`src/design/bbil_pkg.sv`:
```
`default_nettype none
// ----------------------------------------------------------------------------
// bbil_pkg: shared types and constants for the bike lights core
// Register indexes and field widths for the brake and indicator lamp logic.
// ----------------------------------------------------------------------------
package bbil_pkg;

  localparam int unsigned BrakeW    = 8;
  localparam int unsigned FlashW    = 12;
  localparam int unsigned HoldW     = 8;
  localparam int unsigned CfgIndexW = 3;
  localparam int unsigned CfgDataW  = 12;

  // configuration register indexes
  typedef enum logic [CfgIndexW-1:0] {
    REG_BRAKE_PERIOD  = 3'd0,
    REG_BRAKE_IDLE_ON = 3'd1,
    REG_BRAKE_HELD_ON = 3'd2,
    REG_FLASH_PERIOD  = 3'd3,
    REG_FLASH_ON_LEN  = 3'd4,
    REG_RELEASE_HOLD  = 3'd5
  } cfg_reg_t;

  // reset values of the configuration registers
  localparam logic [BrakeW-1:0] BRAKE_PERIOD_RST  = 8'd100;
  localparam logic [BrakeW-1:0] BRAKE_IDLE_ON_RST = 8'd40;
  localparam logic [BrakeW-1:0] BRAKE_HELD_ON_RST = 8'd90;
  localparam logic [FlashW-1:0] FLASH_PERIOD_RST  = 12'd600;
  localparam logic [FlashW-1:0] FLASH_ON_LEN_RST  = 12'd300;
  localparam logic [HoldW-1:0]  RELEASE_HOLD_RST  = 8'd100;

endpackage
`default_nettype wire

```
`src/design/bike_brake_and_indicator_lights_core.sv`:
```
`default_nettype none
// ----------------------------------------------------------------------------
// bike_brake_and_indicator_lights_core: brake and indicator lamp controller
// Takes one millisecond tick request with three button levels per item and
// returns one lamp drive result per tick.
// ----------------------------------------------------------------------------
// Usage:
//   in_*  : one request per tick, carrying brake_button, left_button and
//           right_button levels. Accepted when in_valid and in_ready are high.
//   out_* : one result per accepted request: brake_lamp, left_lamp,
//           right_lamp and sleep_request, held until out_ready.
//   cfg_* : register writes (cfg_index, cfg_data), always ready; write only
//           while no result is pending.
// The result appears in the cycle after acceptance. Throughput is one request
// per cycle while out_ready drains results; the tick state update and the
// lamp decision are one compare-and-count step feeding the result register.
// in_ready is high whenever the result register is empty or being drained,
// so a stalled receiver holds one result and blocks new requests only then.
// Reset clears all phases, release counters and flashing flags, loads the
// register defaults and empties the result register.
// ----------------------------------------------------------------------------
module bike_brake_and_indicator_lights_core (
  input  wire logic                          clk,
  input  wire logic                          rst,
  // tick requests
  input  wire logic                          in_valid,
  output logic                               in_ready,
  input  wire logic                          brake_button,
  input  wire logic                          left_button,
  input  wire logic                          right_button,
  // lamp results
  output logic                               out_valid,
  input  wire logic                          out_ready,
  output logic                               brake_lamp,
  output logic                               left_lamp,
  output logic                               right_lamp,
  output logic                               sleep_request,
  // register writes
  input  wire logic                          cfg_valid,
  output logic                               cfg_ready,
  input  wire logic [bbil_pkg::CfgIndexW-1:0] cfg_index,
  input  wire logic [bbil_pkg::CfgDataW-1:0]  cfg_data
);

  // configuration registers
  logic [bbil_pkg::BrakeW-1:0] brake_period, brake_idle_on, brake_held_on;
  logic [bbil_pkg::FlashW-1:0] flash_period, flash_on_len;
  logic [bbil_pkg::HoldW-1:0]  release_hold;

  // tick state
  logic [bbil_pkg::BrakeW-1:0] brake_phase, brake_phase_next;
  logic [bbil_pkg::FlashW-1:0] flash_phase, flash_phase_next;
  logic [bbil_pkg::HoldW-1:0]  left_release_count, left_release_count_next;
  logic [bbil_pkg::HoldW-1:0]  right_release_count, right_release_count_next;
  logic                        left_flashing, left_flashing_next;
  logic                        right_flashing, right_flashing_next;

  // per-tick working values
  logic                        in_fire, sleep_tick;
  logic                        left_press, right_press;
  logic                        lf_mid, rf_mid;
  logic                        lf_post, rf_post;
  logic                        any_press;
  logic [bbil_pkg::FlashW-1:0] fphase_post;
  logic [bbil_pkg::BrakeW:0]   brake_inc;
  logic [bbil_pkg::FlashW:0]   flash_inc;
  logic                        brake_on, flash_on;

  assign cfg_ready = 1'b1;
  assign in_ready  = !out_valid || out_ready;
  assign in_fire   = in_valid && in_ready;
  assign sleep_tick = left_button && right_button;

  // register writes
  always_ff @(posedge clk) begin
    if (rst) begin
      brake_period  <= bbil_pkg::BRAKE_PERIOD_RST;
      brake_idle_on <= bbil_pkg::BRAKE_IDLE_ON_RST;
      brake_held_on <= bbil_pkg::BRAKE_HELD_ON_RST;
      flash_period  <= bbil_pkg::FLASH_PERIOD_RST;
      flash_on_len  <= bbil_pkg::FLASH_ON_LEN_RST;
      release_hold  <= bbil_pkg::RELEASE_HOLD_RST;
    end else if (cfg_valid && cfg_ready) begin
      case (cfg_index)
        bbil_pkg::REG_BRAKE_PERIOD:  brake_period  <= cfg_data[bbil_pkg::BrakeW-1:0];
        bbil_pkg::REG_BRAKE_IDLE_ON: brake_idle_on <= cfg_data[bbil_pkg::BrakeW-1:0];
        bbil_pkg::REG_BRAKE_HELD_ON: brake_held_on <= cfg_data[bbil_pkg::BrakeW-1:0];
        bbil_pkg::REG_FLASH_PERIOD:  flash_period  <= cfg_data;
        bbil_pkg::REG_FLASH_ON_LEN:  flash_on_len  <= cfg_data;
        bbil_pkg::REG_RELEASE_HOLD:  release_hold  <= cfg_data[bbil_pkg::HoldW-1:0];
        default: ;
      endcase
    end
  end

  // brake lamp from the phase before it advances
  always_comb begin
    brake_on  = (brake_button && (brake_phase < brake_held_on)) ||
                (brake_phase < brake_idle_on);
    brake_inc = {1'b0, brake_phase} + {{bbil_pkg::BrakeW{1'b0}}, 1'b1};
    if (brake_inc >= {1'b0, brake_period}) begin
      brake_phase_next = '0;
    end else begin
      brake_phase_next = brake_inc[bbil_pkg::BrakeW-1:0];
    end
  end

  // press detection, left handled before right
  always_comb begin
    left_press  = left_button && (left_release_count == '0);
    right_press = right_button && (right_release_count == '0);

    lf_mid = left_flashing;
    rf_mid = right_flashing;
    if (left_press) begin
      if (left_flashing || right_flashing) begin
        lf_mid = 1'b0;
        rf_mid = 1'b0;
      end else begin
        lf_mid = 1'b1;
      end
    end

    lf_post = lf_mid;
    rf_post = rf_mid;
    if (right_press) begin
      if (lf_mid || rf_mid) begin
        lf_post = 1'b0;
        rf_post = 1'b0;
      end else begin
        rf_post = 1'b1;
      end
    end

    any_press   = left_press || right_press;
    fphase_post = any_press ? '0 : flash_phase;
  end

  // release counters
  always_comb begin
    left_release_count_next = left_release_count;
    if (left_press) begin
      left_release_count_next = release_hold;
    end else if (!left_button && (left_release_count != '0)) begin
      left_release_count_next = left_release_count - {{(bbil_pkg::HoldW-1){1'b0}}, 1'b1};
    end

    right_release_count_next = right_release_count;
    if (right_press) begin
      right_release_count_next = release_hold;
    end else if (!right_button && (right_release_count != '0)) begin
      right_release_count_next = right_release_count - {{(bbil_pkg::HoldW-1){1'b0}}, 1'b1};
    end
  end

  // indicator lamps and flash phase advance
  always_comb begin
    flash_on  = fphase_post < flash_on_len;
    flash_inc = {1'b0, fphase_post} + {{bbil_pkg::FlashW{1'b0}}, 1'b1};
    flash_phase_next = fphase_post;
    if (lf_post || rf_post) begin
      if (flash_inc >= {1'b0, flash_period}) begin
        flash_phase_next = '0;
      end else begin
        flash_phase_next = flash_inc[bbil_pkg::FlashW-1:0];
      end
    end
    left_flashing_next  = lf_post;
    right_flashing_next = rf_post;
  end

  // tick state, left untouched on a sleep tick
  always_ff @(posedge clk) begin
    if (rst) begin
      brake_phase         <= '0;
      flash_phase         <= '0;
      left_release_count  <= '0;
      right_release_count <= '0;
      left_flashing       <= 1'b0;
      right_flashing      <= 1'b0;
    end else if (in_fire && !sleep_tick) begin
      brake_phase         <= brake_phase_next;
      flash_phase         <= flash_phase_next;
      left_release_count  <= left_release_count_next;
      right_release_count <= right_release_count_next;
      left_flashing       <= left_flashing_next;
      right_flashing      <= right_flashing_next;
    end
  end

  // result register control
  always_ff @(posedge clk) begin
    if (rst) begin
      out_valid <= 1'b0;
    end else if (in_fire) begin
      out_valid <= 1'b1;
    end else if (out_ready) begin
      out_valid <= 1'b0;
    end
  end

  // result register payload
  always_ff @(posedge clk) begin
    if (in_fire) begin
      if (sleep_tick) begin
        brake_lamp    <= 1'b0;
        left_lamp     <= 1'b1;
        right_lamp    <= 1'b1;
        sleep_request <= 1'b1;
      end else begin
        brake_lamp    <= brake_on;
        left_lamp     <= lf_post && flash_on;
        right_lamp    <= rf_post && flash_on;
        sleep_request <= 1'b0;
      end
    end
  end

  // at most one side flashes at a time
  a_one_side: assert property (@(posedge clk) disable iff (rst)
    !(left_flashing && right_flashing))
    else $error("both indicator sides flashing");

  // a sleep tick leaves the tick state alone
  a_sleep_hold: assert property (@(posedge clk) disable iff (rst)
    (in_fire && sleep_tick) |=> ($stable(brake_phase) && $stable(flash_phase) &&
      $stable(left_flashing) && $stable(right_flashing)))
    else $error("tick state changed on a sleep tick");

  // a sleep tick yields the sleep pattern
  a_sleep_out: assert property (@(posedge clk) disable iff (rst)
    (in_fire && sleep_tick) |=> (out_valid && sleep_request && !brake_lamp &&
      left_lamp && right_lamp))
    else $error("wrong result for a sleep tick");

  // a lit indicator on a normal tick means its side is flashing
  a_lit_flashing: assert property (@(posedge clk) disable iff (rst)
    (out_valid && !sleep_request) |-> ((!left_lamp || left_flashing) &&
      (!right_lamp || right_flashing)))
    else $error("indicator lit while its side is not flashing");

endmodule
`default_nettype wire

```
`config.mk`:
```
export PLATFORM = sky130hd
export DESIGN_NAME = bike_brake_and_indicator_lights_core
export DESIGN_NICKNAME = d
export VERILOG_FILES = /design/src/design/bbil_pkg.sv /design/src/design/bike_brake_and_indicator_lights_core.sv
export SDC_FILE = /design/constraint.sdc
export NUM_CORES = 1
export LEC_CHECK = 0
export BUFFER_PORTS_ARGS = -buffer_cell sky130_fd_sc_hd__buf_2
export CORE_UTILIZATION = 40
export DETAILED_ROUTE_END_ITERATION = 6
export PLACE_DENSITY_LB_ADDON = 0.3
export SYNTH_ARGS = -nofsm -noshare
export SYNTH_HDL_FRONTEND = slang
export SYNTH_SLANG_ARGS = --single-unit
export TNS_END_PERCENT = 1
```
`constraint.sdc`:
```
create_clock -name clk -period 3.8 [get_ports clk]
set_input_delay 0.38 -clock clk [delete_from_list [all_inputs] [get_ports clk]]
set_output_delay 0.38 -clock clk [all_outputs]
set_load 0.02 [all_outputs]
```
## Word level (Yosys, flattened, before mapping)

Cells that the tools add are included.

| word-level totals | value |
|---|---|
| bits in registers | 99 |
| output and inout bits | 7 |
| logic and storage cells | 86 |

| operators by class | value |
|---|---|
| add/sub/neg operators | 4 |
| $lt $le $gt $ge | 5 |
| eq/ne operators | 5 |
| mux-type cells | 19 |
| reduce and logical (&&, ||, !) cells | 36 |

Operator list:

| cell | count |
|---|---|
| 8-bit two-way mux | 5 |
| 12-bit two-way mux | 3 |
| 8-bit zero test | 2 |
| 8-bit < comparator | 2 |
| 2-bit AND reduction | 8 |
| 8-bit nonzero test | 2 |
| 8-bit by 1-bit subtractor with 8-bit output (second input constant) | 2 |
| 12-bit by 1-bit adder with 13-bit output (second input constant) | 1 |
| 13-bit by 12-bit >= comparator with 1-bit output | 1 |
| 12-bit < comparator | 1 |
| 1-bit two-way mux | 11 |
| 1-bit logical AND | 10 |
| 8-bit by 1-bit adder with 9-bit output (second input constant) | 1 |
| 9-bit by 8-bit >= comparator with 1-bit output | 1 |
| 3-bit by 2-bit == test with 1-bit output (second input constant) | 2 |
| 3-bit == test (second input constant) | 2 |
| 1-bit logical OR | 6 |
| 2-bit nonzero test | 3 |
| 1-bit zero test | 4 |
| 3-bit by 1-bit == test with 1-bit output (second input constant) | 1 |
| 3-bit zero test | 1 |

## Logic depth before layout (Yosys ltp)

| depth | value |
|---|---|
| depth in word-level cells | 8 |
| depth in mapped cells | 22 |
| gate-level depth less buffers | 19 |

## Worst setup path before layout

No wires, ideal clock.

| timing path | value |
|---|---|
| path kind | reg-to-reg |
| start | register right_release_count[0] (netlist bit) |
| end | register flash_phase[6] (netlist bit) |
| setup time | 91 ps |
| data arrival time | 3945 ps |
| data required time | 3709 ps |
| setup slack | -236 ps |
| cell stages (with the launch flop) | 23 |
| buffers on the path | 3 |
| clock period less this slack | 4036 ps |
| cell sequence | dfxtp_1 inv_1 ha_1 and4b_1 ha_1 buf_4 nor2_1 buf_2 and2_1 ha_1 nand3_1 nor2_1 nand3_1 and2_1 o21bai_1 ha_1 a211o_1 a211oi_1 o21ai_1 a21oi_2 buf_6 nand3_1 a311oi_1 |

| between the ends | value |
|---|---|
| longest elaborated chain between the ends | 8 |
| elaborated cells between the ends (all ways) | 11 |
| those cells by class | 1 x add/sub; 1 x order compare; 5 x mux; 4 x reduce/logical |

RTL lines:

| item | line | source |
|---|---|---|
| start, declared | bike_brake_and_indicator_lights_core.sv:54 | `logic [bbil_pkg::HoldW-1:0] right_release_count, right_release_count_next;` |
| start signal, assigned | bike_brake_and_indicator_lights_core.sv:185 | `right_release_count <= right_release_count_next;` |
| 8-bit zero test (*) | bike_brake_and_indicator_lights_core.sv:111 | `right_press = right_button && (right_release_count == '0);` |
| 1-bit logical AND (*) | bike_brake_and_indicator_lights_core.sv:111 |  |
| 1-bit logical OR | bike_brake_and_indicator_lights_core.sv:135 | `any_press = left_press \|\| right_press;` |
| 12-bit two-way mux | bike_brake_and_indicator_lights_core.sv:136 | `fphase_post = any_press ? '0 : flash_phase;` |
| 12-bit by 1-bit adder with 13-bit output | bike_brake_and_indicator_lights_core.sv:159 | `flash_inc = {1'b0, fphase_post} + {{bbil_pkg::FlashW{1'b0}}, 1'b1};` |
| 13-bit by 12-bit >= comparator with 1-bit output | bike_brake_and_indicator_lights_core.sv:162 | `if (flash_inc >= {1'b0, flash_period}) begin` |
| 12-bit two-way mux | bike_brake_and_indicator_lights_core.sv:162 |  |
| 12-bit two-way mux (*) | bike_brake_and_indicator_lights_core.sv:161 | `if (lf_post \|\| rf_post) begin` |
| end signal, assigned | bike_brake_and_indicator_lights_core.sv:183 | `flash_phase <= flash_phase_next;` |
| end, declared | bike_brake_and_indicator_lights_core.sv:52 | `logic [bbil_pkg::FlashW-1:0] flash_phase, flash_phase_next;` |

Every way passes the cells marked *; elsewhere a longest branch is shown, timed or not.
A chain may end at the register's enable or synchronous reset.

## Worst setup path after layout

| timing path | value |
|---|---|
| start | register right_release_count[1] (netlist bit) |
| end | register flash_phase[7] (netlist bit) |

Same word-level chain as after synthesis.

==> impl_metrics.toml <==
[run_status]
status = "complete, no violations"

[worst_setup_path]
cp-start-kind = "flop"
crit_path_end_kind = "flop"
worstSetupPathType = "reg2reg"
cp_max_fo = 5
max_stage_delay_ns = 0.35
worst_ep_required_time_ns = 4.07
crit_path_cell_trace = "inv_2 > ha_4 > and4b_1 > ha_2 > nor2_4 > and2_4 > ha_4 > nand3_4 > or3_4 > nor2_1 > xnor2_1 > ha_1 > a21o_1 > a21oi_1 > o31ai_4 > a21oi_2 > buf_6 > buf_6 > nand3_2 > a311oi_2"
cp_slowest_cell = "or3_4"
critPathArrivalTime_ns = 3.95
reg2reg_slack_ns = 0.12

[grt]
grt_overflow_total = 0
grt_max_degree = 57
grt_pass1_wl_mm = 24.0
antenna_found_initial = 0
track_usage_pct = 20.8
grt_pass1_vias = 4936

[synthesis]
synth_edf_count = 4
synth_ff_type = "dfxtp_1"
syn_avg_cell_area_um2 = 7.83
synth_top_family_by_area = "simple AND/OR/NAND/NOR gates"
synth.area.mux_share_pct = 2.47
synth_nets = 814
synthXorXnorAreaFrac_pct = 2.40
yosysSeqAreaShare_pct = 35.0
async_flop_share_pct = 0
synthesis.area_mm2 = 0.00578
ys_ff_latch = 99
synth_compound_area_share_pct = 18.2
synth-simple-area-share_pct = 23.9
synth_cells = 738
ys_warn_count = 0
synthAdderAreaFrac_pct = 11.5
ys_types = 62

[finish]
area_growth_pct = 18.0
final_cell_mix = "nand2_1, dfxtp_1, nor2_1, a21oi_1, inv_1"
final_common_cell = "nand2_1"
nNetsFinal = 860
instances_no_fill = 969
diodes = 0
drive_gt1_share_pct = 15.5
fillers = 1366

[sta]
drv_slew = 0
max_freq_mhz = 272
hold_viol_final = 0
setup_tns_ns = 0
relSlewSlack_pct = 35.5
tightestPinTransition_ns = 0.963
min_period_over_period_pct = 96.9
setup_viol = 0
final.min_clock_period_ns = 3.68
finClkSkew_ns = 0.00456
rsz0062_at_grt = "true"

[pwr]
cellPowerDensity_mw_per_mm2 = 603
ir_worst_vdd_v = 0.000337
p_leak_nw = 2.88

[routing]
drc = 0
dr_total_vias = 5197
dr.pass1.iters = 5
finalWirelength_mm = 14.7
wire_per_inst_um = 15.2
vias_per_cell = 5.36
ant_nets = 0
drt-initial-drc-count = 346

[clocking]
cts-root-buf = "clkbuf_16"
htree_levels = 3
cts_max_path_buffers = 2
cts_tree = "done"
clkSinkCount = 99
cts_made_buffers = 9
cts.clk_slew.worst_paths_ns = 0.07
clk_latency_ns = 0.35

[place]
dp_cells = 947
dp_hpwl_mm = 10.8
port-buffer-count = 28
gp_congestion = 0.856

[floorplanning]
io_pins = 30
coreArea_mm2 = 0.0140
dieArea_mm2 = 0.0149
die_w_um = 122
start_util_pct = 41.3
die_h_um = 122
rows = 43

[run]
cap_violations = 0

[hold_path]
hold_path.class = "in2reg"
## what timing repair did
item                                    4_1_cts  5_1_grt
pin swaps                                     5       12
gates resized for setup                       5       22
endpoints found under the setup margin        7        9
hold buffers                                  0        0
setup buffers                                 3        3
## routing by layer
layer	GRT usage, %	vias to the layer above	part of all wire [%]
li1	-	2642	-
met1	25.5	2431	44
met2	36.1	101	50
met3	2.81	23	3.6
met4	8.84	0	2.5
met5	0	-	0
## path summary, 6_finish.rpt
kind,from,endpoint,cells past startpoint
worst min-delay path,cfg_data[8],flash_on_len[8],2
worst max register to register,right_release_count[1],flash_phase[7],20
worst min register to register,brake_period[3],brake_period[3],2
worst max-delay path,right_release_count[1],flash_phase[7],20
## synth_stat cells, drive strengths merged (3+ instances only)
| master | number | share of area, % |
|---|---|---|
| nor2b | 3 | 0.32 |
| and2 | 11 | 1.2 |
| nand4 | 6 | 0.65 |
| a211o | 15 | 2.3 |
| a22oi | 4 | 0.52 |
| clkbuf | 22 | 1.4 |
| dfxtp | 95 | 33 |
| inv | 59 | 3.8 |
| a21o | 6 | 0.78 |
| o211ai | 4 | 0.52 |
| nor2 | 81 | 5.3 |
| nor3 | 13 | 1.1 |
| a211oi | 4 | 0.52 |
| nand3 | 23 | 2.0 |
| and3 | 7 | 0.76 |
| a31oi | 3 | 0.32 |
| o31ai | 3 | 0.63 |
| o41ai | 4 | 0.61 |
| nand2b | 11 | 1.2 |
| buf | 12 | 1.2 |
| a22o | 4 | 0.61 |
| xnor2 | 7 | 1.2 |
| edfxtp | 4 | 2.1 |
| nor3b | 4 | 0.71 |
| xor2 | 8 | 1.2 |
| nand2 | 116 | 7.5 |
| ha | 53 | 11 |
| nand3b | 11 | 1.4 |
| a21oi | 65 | 5.7 |
| a311oi | 4 | 0.61 |
| nor4 | 5 | 0.54 |
| o21ai | 33 | 2.9 |
| mux2i | 12 | 2.1 |
## report_power, final
part | internal, mW | leakage (nW) | switching (mW)
sequential | 1.15 | 0.813 | 0.0809
clock | 0.596 | 0.160 | 0.425
combinational | 0.778 | 1.91 | 1.07
## kinds of logic (layout without fill, tap and decap cells)
family,Yosys count,count (layout)
DFF,99,99
xor gates and xnor gates,15,15
and+or+nand+nor,299,299
buffers and inverters,93,144
other,1,1
muxes,14,14
AOI/OAI and AO/OA,164,164
adders and majority gates,53,53
## state kept, by name, indices dropped and copies added, names as in the netlist, 8 cells and up
register             count
flash_on_len            12
flash_period            12
flash_phase             12
brake_held_on            8
brake_idle_on            8
brake_period             8
brake_phase              8
left_release_count       8
release_hold             8
right_release_count      8
## per-stage QoR
step | utilization, % | instance area [µm²] | power [mW] | setup slack (ns) | hold WS (ns)
6_report | 48.8 | 6820 | 4.11 | 0.119 | 0.240
5_1_grt | 48.8 | 6820 | 4.38 | -0.0763 | 0.250
4_1_cts | 47.8 | 6690 | 4.01 | 0.0108 | 0.236
3_5_place_dp | 45.1 | 6300 | 2.95 | -0.0932 | 0.450
3_3_place_gp | 45.1 | 6300 | 2.91 | 0.122 | 0.445
2_1_floorplan | - | 5830 | 2.49 | 0.0187 | 0.436
## final cells by class
| type | instances | area [µm²] | share of cell area (%) |
|---|---|---|---|
| multi-input cells | 546 | 3540 | 51.9 |
| flip-flops and latches | 99 | 2030 | 29.7 |
| clock inverters | 5 | 65.1 | 0.954 |
| well taps | 180 | 225 | 3.30 |
| inverters | 59 | 221 | 3.25 |
| clock buffers | 11 | 275 | 4.04 |
| repair buffers | 69 | 468 | 6.86 |
## critical path, delay by kind of cell, from the launching register on
kind                       cells  cell delay [ns]
adders and majority gates      4             0.77
xor gates and xnor gates       1             0.15
buffers and inverters          3             0.27
AOI/OAI and AO/OA              5             0.89
DFF                            1             0.34
and+or+nand+nor                7             1.16
Note: power is estimated with default switching activity, not from simulation.
